`src/hdl/stfp_pkg.sv`:
```
// stfp_pkg: shared types, constants and helpers for the serial tagged field parser
// no dependencies; used by stfp_ctrl, stfp_dp and serial_tagged_field_parser
package stfp_pkg;

    // bytes in one latched text slot; the collect buffer holds one less
    localparam int TEXT_BYTES = 8;
    localparam int BUF_BYTES  = TEXT_BYTES - 1;
    localparam int CNT_W      = $clog2(TEXT_BYTES);

    localparam int TEXT_W = 64;
    localparam int VAL_W  = 25;
    localparam int SHOW_W = 21;
    localparam int ACC_W  = VAL_W - 1;
    localparam int EV_W   = 3;

    localparam logic [7:0] CH_VEL   = 8'h56;  // 'V'
    localparam logic [7:0] CH_RPM   = 8'h53;  // 'S'
    localparam logic [7:0] CH_GEAR  = 8'h45;  // 'E'
    localparam logic [7:0] CH_PLUS  = 8'h2B;
    localparam logic [7:0] CH_MINUS = 8'h2D;
    localparam logic [7:0] CH_ZERO  = 8'h30;
    localparam logic [7:0] CH_NINE  = 8'h39;
    localparam logic [7:0] CH_SPACE = 8'h20;
    localparam logic [7:0] CH_TAB   = 8'h09;
    localparam logic [7:0] CH_CR    = 8'h0D;

    localparam logic signed [VAL_W-1:0] SHOW_LIMIT = VAL_W'(100);

    typedef enum logic [EV_W-1:0] {
        EV_STORED   = 3'd0,
        EV_VEL      = 3'd1,
        EV_RPM      = 3'd2,
        EV_GEAR     = 3'd3,
        EV_OVERFLOW = 3'd4
    } t_event;

    // controller to datapath
    typedef struct packed {
        logic accept;   // capture the incoming byte, arm the conversion
        logic step;     // one conversion step
        logic commit;   // update state and result registers
    } t_cmd;

    // datapath to controller
    typedef struct packed {
        logic is_vel;     // captured byte is the velocity terminator
        logic conv_done;  // conversion finished
    } t_status;

    function automatic logic is_blank(input logic [7:0] c);
        return (c == CH_SPACE) || ((c >= CH_TAB) && (c <= CH_CR));
    endfunction

    function automatic logic is_digit(input logic [7:0] c);
        return (c >= CH_ZERO) && (c <= CH_NINE);
    endfunction

endpackage

```
`src/hdl/stfp_ctrl.sv`:
```
// stfp_ctrl: sequencing state machine of the serial tagged field parser
// depends on stfp_pkg for the command and status structs
module stfp_ctrl (
    input  logic              i_clk,
    input  logic              i_rst_n,
    input  logic              i_valid,
    output logic              o_ready,
    output logic              o_valid,
    input  logic              i_ready,
    input  stfp_pkg::t_status i_status,
    output stfp_pkg::t_cmd    o_cmd
);
    import stfp_pkg::*;

    typedef enum logic [1:0] {
        ST_IDLE,
        ST_CONV,
        ST_HOLD
    } t_state;

    t_state r_state, n_state;
    logic   r_out_valid, n_out_valid;
    logic   out_free;

    assign out_free = !r_out_valid || i_ready;
    assign o_ready  = (r_state == ST_IDLE);
    assign o_valid  = r_out_valid;

    always_comb begin
        n_state      = r_state;
        n_out_valid  = r_out_valid;
        o_cmd        = '0;
        if (r_out_valid && i_ready) begin
            n_out_valid = 1'b0;
        end
        case (r_state)
            ST_IDLE: begin
                if (i_valid) begin
                    o_cmd.accept = 1'b1;
                    n_state      = ST_CONV;
                end
            end
            ST_CONV: begin
                if (!i_status.is_vel || i_status.conv_done) begin
                    n_state = ST_HOLD;
                end else begin
                    o_cmd.step = 1'b1;
                end
            end
            ST_HOLD: begin
                if (out_free) begin
                    o_cmd.commit = 1'b1;
                    n_out_valid  = 1'b1;
                    n_state      = ST_IDLE;
                end
            end
            default: begin
                n_state = ST_IDLE;
            end
        endcase
    end

    always_ff @(posedge i_clk) begin
        if (!i_rst_n) begin
            r_state     <= ST_IDLE;
            r_out_valid <= 1'b0;
        end else begin
            r_state     <= n_state;
            r_out_valid <= n_out_valid;
        end
    end

endmodule

```
`src/hdl/stfp_dp.sv`:
```
// stfp_dp: collect buffer, text slots and byte-serial decimal conversion
// depends on stfp_pkg for constants, structs and character helpers
module stfp_dp (
    input  logic                                   i_clk,
    input  logic                                   i_rst_n,
    input  logic [7:0]                             i_rx_byte,
    input  stfp_pkg::t_cmd                         i_cmd,
    output stfp_pkg::t_status                      o_status,
    output logic [stfp_pkg::EV_W-1:0]              o_event_res,
    output logic [stfp_pkg::TEXT_W-1:0]            o_velocity_text,
    output logic [stfp_pkg::TEXT_W-1:0]            o_rpm_text,
    output logic [stfp_pkg::TEXT_W-1:0]            o_gear_text,
    output logic signed [stfp_pkg::VAL_W-1:0]      o_velocity_value,
    output logic signed [stfp_pkg::SHOW_W-1:0]     o_velocity_shown
);
    import stfp_pkg::*;

    typedef enum logic [1:0] {
        PH_BLANK,
        PH_SIGN,
        PH_DIGIT
    } t_phase;

    logic [7:0]               r_byte;
    logic [7:0]               r_buf [BUF_BYTES];
    logic [7:0]               n_buf [BUF_BYTES];
    logic [CNT_W-1:0]         r_fill, n_fill;
    logic [TEXT_W-1:0]        r_vel_slot, n_vel_slot;
    logic [TEXT_W-1:0]        r_rpm_slot, n_rpm_slot;
    logic [TEXT_W-1:0]        r_gear_slot, n_gear_slot;
    logic signed [VAL_W-1:0]  r_vel_num, n_vel_num;
    t_event                   r_ev, n_ev;

    t_phase                   r_phase, n_phase;
    logic [CNT_W-1:0]         r_idx, n_idx;
    logic                     r_neg, n_neg;
    logic                     r_done, n_done;
    logic [ACC_W-1:0]         r_acc, n_acc;

    logic [7:0]               cur;
    logic                     in_range;
    logic [TEXT_W-1:0]        packed_text;
    logic signed [VAL_W-1:0]  conv_val;

    // byte under the conversion pointer
    always_comb begin
        cur = '0;
        for (int k = 0; k < BUF_BYTES; k++) begin
            if (r_idx == CNT_W'(k)) begin
                cur = r_buf[k];
            end
        end
    end

    assign in_range = (r_idx < CNT_W'(BUF_BYTES));

    always_comb begin
        packed_text = '0;
        for (int k = 0; k < BUF_BYTES; k++) begin
            packed_text[8*k +: 8] = r_buf[k];
        end
    end

    assign conv_val = r_neg ? -$signed({1'b0, r_acc}) : $signed({1'b0, r_acc});

    // conversion sequencer: blanks, then optional sign, then digits
    always_comb begin
        n_phase = r_phase;
        n_idx   = r_idx;
        n_neg   = r_neg;
        n_done  = r_done;
        n_acc   = r_acc;
        if (i_cmd.accept) begin
            n_phase = PH_BLANK;
            n_idx   = '0;
            n_neg   = 1'b0;
            n_done  = 1'b0;
            n_acc   = '0;
        end else if (i_cmd.step) begin
            case (r_phase)
                PH_BLANK: begin
                    if (!in_range) begin
                        n_done = 1'b1;
                    end else if (is_blank(cur)) begin
                        n_idx = r_idx + 1'b1;
                    end else begin
                        n_phase = PH_SIGN;
                    end
                end
                PH_SIGN: begin
                    if (in_range && (cur == CH_PLUS || cur == CH_MINUS)) begin
                        n_neg = (cur == CH_MINUS);
                        n_idx = r_idx + 1'b1;
                    end
                    n_phase = PH_DIGIT;
                end
                PH_DIGIT: begin
                    if (in_range && is_digit(cur)) begin
                        // acc * 10 as two shifts and an add
                        n_acc = (r_acc << 3) + (r_acc << 1)
                              + ACC_W'(cur - CH_ZERO);
                        n_idx = r_idx + 1'b1;
                    end else begin
                        n_done = 1'b1;
                    end
                end
                default: begin
                    n_done = 1'b1;
                end
            endcase
        end
    end

    // state update at the end of each request
    always_comb begin
        n_buf       = r_buf;
        n_fill      = r_fill;
        n_vel_slot  = r_vel_slot;
        n_rpm_slot  = r_rpm_slot;
        n_gear_slot = r_gear_slot;
        n_vel_num   = r_vel_num;
        n_ev        = r_ev;
        if (i_cmd.commit) begin
            if (r_byte == CH_VEL || r_byte == CH_RPM || r_byte == CH_GEAR) begin
                if (r_byte == CH_VEL) begin
                    n_vel_num  = conv_val;
                    n_vel_slot = packed_text;
                    n_ev       = EV_VEL;
                end else if (r_byte == CH_RPM) begin
                    n_rpm_slot = packed_text;
                    n_ev       = EV_RPM;
                end else begin
                    n_gear_slot = packed_text;
                    n_ev        = EV_GEAR;
                end
                for (int k = 0; k < BUF_BYTES; k++) begin
                    n_buf[k] = '0;
                end
                n_fill = '0;
            end else if (r_fill < CNT_W'(BUF_BYTES)) begin
                for (int k = 0; k < BUF_BYTES; k++) begin
                    if (r_fill == CNT_W'(k)) begin
                        n_buf[k] = r_byte;
                    end
                end
                n_fill = r_fill + 1'b1;
                n_ev   = EV_STORED;
            end else begin
                // buffer full: drop the byte and start over
                for (int k = 0; k < BUF_BYTES; k++) begin
                    n_buf[k] = '0;
                end
                n_fill = '0;
                n_ev   = EV_OVERFLOW;
            end
        end
    end

    always_ff @(posedge i_clk) begin
        if (i_cmd.accept) begin
            r_byte <= i_rx_byte;
        end
        r_acc <= n_acc;
        r_idx <= n_idx;
        r_neg <= n_neg;
        r_ev  <= n_ev;
    end

    always_ff @(posedge i_clk) begin
        if (!i_rst_n) begin
            for (int k = 0; k < BUF_BYTES; k++) begin
                r_buf[k] <= '0;
            end
            r_fill      <= '0;
            r_vel_slot  <= '0;
            r_rpm_slot  <= '0;
            r_gear_slot <= '0;
            r_vel_num   <= '0;
            r_phase     <= PH_BLANK;
            r_done      <= 1'b0;
        end else begin
            r_buf       <= n_buf;
            r_fill      <= n_fill;
            r_vel_slot  <= n_vel_slot;
            r_rpm_slot  <= n_rpm_slot;
            r_gear_slot <= n_gear_slot;
            r_vel_num   <= n_vel_num;
            r_phase     <= n_phase;
            r_done      <= n_done;
        end
    end

    assign o_status.is_vel    = (r_byte == CH_VEL);
    assign o_status.conv_done = r_done;

    assign o_event_res      = EV_W'(r_ev);
    assign o_velocity_text  = r_vel_slot;
    assign o_rpm_text       = r_rpm_slot;
    assign o_gear_text      = r_gear_slot;
    assign o_velocity_value = r_vel_num;
    assign o_velocity_shown = (r_vel_num > SHOW_LIMIT) ? SHOW_LIMIT[SHOW_W-1:0]
                                                       : r_vel_num[SHOW_W-1:0];

endmodule

```
`src/hdl/serial_tagged_field_parser.sv`:
```
// serial_tagged_field_parser: top level, joins controller and datapath
// depends on stfp_pkg, stfp_ctrl and stfp_dp
// sequence: each accepted byte passes through the convert and hold states, and o_valid rises
// with the commit from the hold state; for 'V' the convert state runs the byte-serial
// decimal conversion that walks the collect buffer, so 'V' takes longer
// requests: o_ready is high only in the idle state, so no byte is taken while one is in flight;
// a result left waiting for i_ready holds the next request in the hold state
// reset: synchronous active-low i_rst_n clears buffer, fill count, slots and number
module serial_tagged_field_parser (
    input  logic                                   i_clk,
    input  logic                                   i_rst_n,
    // request channel
    input  logic                                   i_valid,
    output logic                                   o_ready,
    input  logic [7:0]                             i_rx_byte,
    // result channel
    output logic                                   o_valid,
    input  logic                                   i_ready,
    output logic [stfp_pkg::EV_W-1:0]              o_event_res,
    output logic [stfp_pkg::TEXT_W-1:0]            o_velocity_text,
    output logic [stfp_pkg::TEXT_W-1:0]            o_rpm_text,
    output logic [stfp_pkg::TEXT_W-1:0]            o_gear_text,
    output logic signed [stfp_pkg::VAL_W-1:0]      o_velocity_value,
    output logic signed [stfp_pkg::SHOW_W-1:0]     o_velocity_shown
);
    import stfp_pkg::*;

    t_cmd    cmd;
    t_status status;

    // controller: accept, convert ('V' only), then commit into the result
    // register once it is free; the held result keeps the slots stable
    stfp_ctrl u_ctrl (
        .i_clk    (i_clk),
        .i_rst_n  (i_rst_n),
        .i_valid  (i_valid),
        .o_ready  (o_ready),
        .o_valid  (o_valid),
        .i_ready  (i_ready),
        .i_status (status),
        .o_cmd    (cmd)
    );

    // datapath: collect buffer, three text slots, atoi-style conversion
    // and the clamp for display
    stfp_dp u_dp (
        .i_clk            (i_clk),
        .i_rst_n          (i_rst_n),
        .i_rx_byte        (i_rx_byte),
        .i_cmd            (cmd),
        .o_status         (status),
        .o_event_res      (o_event_res),
        .o_velocity_text  (o_velocity_text),
        .o_rpm_text       (o_rpm_text),
        .o_gear_text      (o_gear_text),
        .o_velocity_value (o_velocity_value),
        .o_velocity_shown (o_velocity_shown)
    );

endmodule

```
`config.mk`:
```
export PLATFORM = sky130hd
export DESIGN_NAME = serial_tagged_field_parser
export DESIGN_NICKNAME = d
export VERILOG_FILES = /design/src/hdl/stfp_pkg.sv /design/src/hdl/stfp_ctrl.sv /design/src/hdl/stfp_dp.sv /design/src/hdl/serial_tagged_field_parser.sv
export SDC_FILE = /design/constraint.sdc
export NUM_CORES = 1
export LEC_CHECK = 0
export ABC_AREA = 1
export ABC_CLOCK_PERIOD_IN_PS = 5810
export BUFFER_PORTS_ARGS = -buffer_cell sky130_fd_sc_hd__buf_2
export CAP_MARGIN = 15
export CORE_UTILIZATION = 50
export DETAILED_ROUTE_END_ITERATION = 8
export PLACE_DENSITY_LB_ADDON = 0.25
export SLEW_MARGIN = 25
export SYNTH_ARGS = -nofsm -noshare
export SYNTH_HDL_FRONTEND = slang
export SYNTH_HIERARCHICAL = 1
export SYNTH_SLANG_ARGS = --single-unit
export TNS_END_PERCENT = 5
```
`constraint.sdc`:
```
create_clock -name i_clk -period 5.81 [get_ports i_clk]
set_clock_uncertainty 0.15 [all_clocks]
set_input_delay 1.162 -clock i_clk [delete_from_list [all_inputs] [get_ports i_clk]]
set_output_delay 1.162 -clock i_clk [all_outputs]
set_load 0.03 [all_outputs]
```
==> results of run 1 <==
-- layout make-up --
type	count	area (um2)
clock inverter	9	139
sequential	297	6060
antenna	1	2.50
clock buffer	48	933
multi-input combinational	1174	6360
inverter	266	998
timing repair buffer	239	1250
fill	2535	10900
tap	372	465
-- registers in the layout (all words and copies together) (netlist names), 3 cells and up --
register / cells
u_dp/o_gear_text: 56
u_dp/o_rpm_text: 56
u_dp/o_velocity_text: 56
u_dp/packed_text: 56
u_dp/o_velocity_value: 25
u_dp/r_acc: 24
u_dp/r_byte: 8
u_dp/o_event_res: 3
u_dp/r_fill: 3
u_dp/r_idx: 3
-- cells in the mapped netlist (all sizes together) --
| master | n | area [um2] |
|---|---|---|
| nand4 | 9 | 56.3 |
| o211ai | 8 | 65.1 |
| nor3 | 16 | 85.1 |
| nor2 | 207 | 795 |
| or2 | 7 | 43.8 |
| nand2 | 180 | 718 |
| conb | 1 | 3.75 |
| a21boi | 1 | 18.8 |
| o31ai | 1 | 7.51 |
| xor2 | 25 | 219 |
| a211oi | 13 | 97.6 |
| o21a | 2 | 15.0 |
| inv | 264 | 991 |
| nand3 | 40 | 210 |
| a21oi | 262 | 1330 |
| ha | 38 | 475 |
| o2111ai | 1 | 8.76 |
| xnor2 | 10 | 87.6 |
| clkbuf | 73 | 274 |
| edfxtp | 11 | 330 |
| o21bai | 3 | 22.5 |
| o311ai | 1 | 8.76 |
| and2 | 1 | 6.26 |
| a21o | 2 | 15.0 |
| clkinv | 2 | 7.51 |
| nor4 | 6 | 43.8 |
| dfxtp | 286 | 5730 |
| fa | 21 | 420 |
| a31oi | 4 | 25.0 |
| o21ai | 292 | 1460 |
| buf | 44 | 303 |
-- per-stage QoR --
stage               util [%]  hold WS (ns)
finish                  59.8         0.290
global route            59.8         0.304
CTS                     59.7         0.293
detailed placement      55.7         0.283
global placement        55.7         0.279
floorplan                  -         0.277
-- critical path: stages (launching register included) --
cell and delay [ns]:
dfxtp_1 0.33, inv_1 0.12, ha_1 0.45, inv_1 0.11
nor2_1 0.14, nand2_1 0.07, nand2_1 0.06, nor2_1 0.04
o21ai_0 0.15, nand2_1 0.07, nand3_1 0.07, nand2_1 0.05
nand2_1 0.13, ha_1 0.28, xor2_1 0.20, fa_1 0.44
ha_1 0.42, a21oi_1 0.10, o21ai_0 0.22, a21oi_1 0.10
o21ai_0 0.34, inv_1 0.07, o21ai_0 0.26, a21oi_1 0.15
o21ai_0 0.22, xnor2_1 0.15, a21oi_1 0.08
-- routing by layer --
metal | routed length [um] | vias up | track usage [%] | share of wire, %
li1 | - | 6257 | - | -
met1 | 17800 | 5811 | 37.1 | 46
met2 | 17800 | 409 | 44.7 | 46
met3 | 2300 | 64 | 3.90 | 5.9
met4 | 987 | 0 | 7.39 | 2.5
met5 | 0 | - | 0 | 0
-- worst max path at each step --
stage                       start              to  slack (ns)  cells after the start
finish              u_dp/r_idx[1]  u_dp/r_acc[19]        0.70                     26
global route        u_dp/r_idx[1]  u_dp/r_acc[19]         0.1                     26
CTS                 u_dp/r_idx[1]  u_dp/r_acc[19]        0.71                     26
detailed placement  u_dp/r_idx[1]  u_dp/r_acc[19]        0.74                     26
global placement    u_dp/r_idx[1]  u_dp/r_acc[19]        0.88                     26
floorplan           u_dp/r_idx[1]  u_dp/r_acc[19]        0.57                     27
-- cells in the final DEF (no fill, tap or decap), drive strengths merged, types with 2 or more instances in the layout --
cell    synthesis  final
a211oi         13     13
a21o            2      2
a21oi         262    262
a31oi           4      4
buf            44    239
bufinv          0      3
clkbuf         73     48
clkinv          2      7
conb            1     24
dfxtp         286    286
edfxtp         11     11
fa             21     21
ha             38     38
inv           264    265
nand2         180    180
nand3          40     40
nand4           9      9
nor2          207    207
nor3           16     16
nor4            6      6
o211ai          8      8
o21a            2      2
o21ai         292    292
o21bai          3      3
or2             7      7
xnor2          10     10
xor2           25     25
-- power by group through the flow --
stage          clock, mW  sequential [mW]  combinational (mW)
2_1_floorplan          0             2.11               0.182
4_1_cts             2.10             2.07               0.229
5_1_grt             2.17             2.07               0.258
3_3_place_gp           0             2.11               0.224
3_5_place_dp           0             2.11               0.227
6_report            2.06             2.07               0.231
-- cells by family after synthesis --
family / Yosys count / synth area share (%)
buffers and inverters: 383 / 11.4
other: 1 / 0.0270
adder cells (fa/ha/maj): 59 / 6.46
AO/OA/AOI/OAI: 590 / 22.2
flip-flops: 297 / 43.7
AND/OR/NAND/NOR: 466 / 14.1
XOR/XNOR: 35 / 2.21
==> flow_summary.ini, run 1 <==
[sta]
setup-tns-final_ns = 0
setup_ws_ns = 0.704
setup_viol = 0
rsz0062_at_grt = no
slew_headroom_pct = 35.5
finalHoldViolations = 0
period_minus_slack_ns = 5.11
fin_crit_sh_pct = 87.9
max_clock_freq_mhz = 196
maxSlewViolCount = 0
tightest_slew_ns = 0.967

[critical_path]
critPathCaptureType = flip-flop
cp.arrival_ns = 5.40
r2r-end = u_dp/r_acc[19]
rrSetupSlack_ns = 0.70
crit_type = reg -> reg
critical_path.max_fanout = 11
r2r_start = u_dp/r_idx[1]
cp-start-kind = flip-flop
reg2regPathDepth = 26
crit_required_ns = 6.10

[place]
place_area_mm2 = 0.0151
globalplace.congestion = 0.910
hpwlAfterDp_mm = 27.3
dp_slack_ns = 0.737
port_buffers = 230
dp.cells = 2347

[job]
max_cap_viol_count = 0

[power]
power.leakage_nw = 7.74
power.total_mw = 4.36
pwr-share-comb_pct = 5.3
intPower_mw = 3.36
switching_power_mw = 1.00
sw_frac_of_total_pct = 23.0
seqPwrFrac_pct = 47.5
p_clk_share_pct = 47.2
peakVddDrop_uv = 208
power_density_mw_per_mm2 = 269

[clock_network]
cts_setup_buffers = 0
cts_tree = done
holdBufCountCts = 0
clock_path_buffers = 3
post_cts_resized = 0
clk_pin_slew_ns = 0.06
cts.sinks = 297
h-tree-depth = 1
clkLatencyLatePin_ns = 0.58
numCtsBuffers = 31
ctsRootBufferMaster = clkbuf_16

[drt]
via_per_inst = 5.21
dr.pass1.iters = 5
wirelength_mm = 38.9
vias = 12500
wl_per_cell_um = 16.2
final_antenna_net_count = 0
drt_iter0_drc = 1005
drc = 0

[min_path]
holdCritStartpoint = u_dp/o_rpm_text[21]
min_path_type = reg -> reg
min_to = u_dp/o_rpm_text[21]
min_path_cells = 2

[global_route]
grt_overflow_total = 0
grt_pass1_vias = 11600
antenna_found_initial = 1
grt_max_degree = 141
gr-usage-all-layers_pct = 27.1
grt_pass1_wl_mm = 61.8

[cells_and_area]
nNetsFinal = 2080
layout.cells.non_filler = 2406
area.growth.synth_to_final_pct = 16.8
postLayoutCellArea_mm2 = 0.0162
drive_gt1_share_pct = 15.9

[die]
die_area_mm2 = 0.0284
dieHeight_um = 169
io_pins = 255
die_w_um = 169
row_count = 60
start_util_pct = 51.2
core_area_mm2 = 0.0271

[status]
status = finished clean

[logic_synthesis]
ys_types = 46
syn_area_per_cell_um2 = 7.57
synth_area_mm2 = 0.0139
ys_seq_area_share_pct = 43.7
synth_cells = 1831
synth-seq-cells = 297
ys_warn_count = 6
No activity file was read; power rests on OpenSTA's default activity.
==> run 2, diff against run 1 <==
- CORE_MARGIN: unset -> 4
==> run 2 against run 1 <==
Against the previous run:
- via count grew 0.67%
- final area grew 0.14%
- highest routed layer unchanged
- flip-flop and latch count is the same
- maximum frequency shrank 1.8%
- first-iteration DRC count grew 28%
- critical path type unchanged
==> flow_summary.ini, run 2 (synthesis gave the netlist of run 1 again) <==
[power]
intPower_mw = 3.41
power.total_mw = 4.42
p_clk_share_pct = 47.9
power_density_mw_per_mm2 = 272
pwr-share-comb_pct = 5.3
switching_power_mw = 1.01
seqPwrFrac_pct = 46.8
power.leakage_nw = 7.75
peakVddDrop_uv = 202
sw_frac_of_total_pct = 22.8

[cells_and_area]
final_common_cell = o21ai_0
post-route-util_pct = 59.9
drive_gt1_share_pct = 16.2
multi_input_area_mm2 = 0.00636
nNetsFinal = 2081
layout_common_cells = o21ai_0 (288), dfxtp_1 (286), inv_1 (261)
seq_area_mm2 = 0.00606
area.growth.synth_to_final_pct = 17.0
fill_cells = 2520
antennaDiodeCount = 0

[die]
die_w_um = 175
io_pins = 255
die_area_mm2 = 0.0305
start_util_pct = 51.2
row_count = 60
core_area_mm2 = 0.0271
dieHeight_um = 175

[drt]
drt_iter0_drc = 1290
wl_met3_mm = 2.74
drc = 0
wirelength_mm = 39.7
met2_length_mm = 18.1
dr.pass1.iters = 6
dr.max_layer_used = met4
wl_per_cell_um = 16.5
vias = 12600
final_antenna_net_count = 0
met1_length_mm = 18.0
via_per_inst = 5.25

[sta]
fin_crit_sh_pct = 89.5
maxSlewViolCount = 0
rsz0062_at_grt = no
max_clock_freq_mhz = 192
hold-worst-slack_ns = 0.292
finalHoldViolations = 0
tightest_slew_ns = 1.04
setup-tns-final_ns = 0
setup_viol = 0
period_minus_slack_ns = 5.20
slew_headroom_pct = 31.0

[min_path]
min_path_type = reg -> reg
min_path_cells = 2
holdCritStartpoint = u_dp/o_rpm_text[5]

[clock_network]
numCtsBuffers = 31
holdBufCountCts = 0
post_cts_resized = 0
clock_path_buffers = 3
cts_tree = done
clk_pin_slew_ns = 0.07
h-tree-depth = 1
clkLatencyLatePin_ns = 0.55
cts.sinks = 297
cts_setup_buffers = 0
ctsRootBufferMaster = clkbuf_16

[critical_path]
critPathCaptureType = flip-flop
critical_path.max_fanout = 11
crit_type = reg -> reg
crit_required_ns = 6.09
cp.arrival_ns = 5.48
r2r_start = u_dp/r_idx[1]
cp-start-kind = flip-flop
startpoint = u_dp/r_idx[1]
reg2regPathDepth = 26

[place]
globalplace.congestion = 0.952
port_buffers = 230
hpwlAfterDp_mm = 28.4

[global_route]
grt_pass1_vias = 11600
gr-usage-all-layers_pct = 24.8
grt_max_degree = 133
antenna_found_initial = 0
grt_overflow_total = 0
grt_pass1_wl_mm = 62.9

[status]
status = finished clean

[job]
max_cap_viol_count = 0
-- run 2: changes by cell type in the layout (fill, tap and decap cells not counted), sizes merged --
cell      change
clkinv        +4
clkbuf        -7
buf           +1
clkinvlp      +2
bufinv        +2
diode         -1
-- run 2: final timing paths --
check | to | slack (ns)
setup / recovery | u_dp/r_acc[19] | 0.61
hold / removal | u_dp/o_rpm_text[5] | 0.29
hold reg to reg | u_dp/o_rpm_text[5] | 0.29
setup reg to reg | u_dp/r_acc[19] | 0.61
-- run 2: layer usage --
layer,up-vias,track usage [%]
li1,6277,-
met1,5817,35.5
met2,460,39.9
met3,71,3.31
met4,0,6.42
met5,-,0
-- run 2: power groups by stage --
stage | sequential, mW | combinational (mW) | clock (mW)
2_1_floorplan | 2.11 | 0.182 | 0
3_3_place_gp | 2.11 | 0.224 | 0
3_5_place_dp | 2.11 | 0.226 | 0
4_1_cts | 2.07 | 0.228 | 2.15
5_1_grt | 2.07 | 0.259 | 2.23
6_report | 2.07 | 0.232 | 2.12
-- run 2: stage by stage --
stage,std cells,area (um2),worst slack (ns)
finish,2407,16200,0.611
global route,2407,16200,0.100
CTS,2407,16200,0.688
detailed placement,2349,15100,0.730
global placement,2349,15100,0.889
floorplan,1854,14000,0.566
-- run 2: area by class of cell --
type                       count  share of cell area, %
multi-input combinational   1174                   39.2
timing repair buffer         240                   7.60
clock buffer                  41                   5.44
tap                          372                   2.87
sequential                   297                   37.3
inverter                     266                   6.15
clock inverter                17                   1.40
-- run 2: critical path: stages (launching register included) --
cell     delay, ns
dfxtp_1       0.33
inv_1         0.12
ha_1          0.44
inv_1         0.12
nor2_1        0.16
nand2_1       0.07
nand2_1       0.06
nor2_1        0.04
o21ai_0       0.14
nand2_1       0.07
nand3_1       0.08
nand2_1       0.06
nand2_1       0.15
ha_1          0.27
xor2_1        0.20
fa_1          0.45
ha_1          0.41
a21oi_1       0.09
o21ai_0       0.22
a21oi_1       0.11
o21ai_0       0.41
inv_1         0.07
o21ai_0       0.29
a21oi_1       0.15
o21ai_0       0.22
xnor2_1       0.14
a21oi_1       0.07
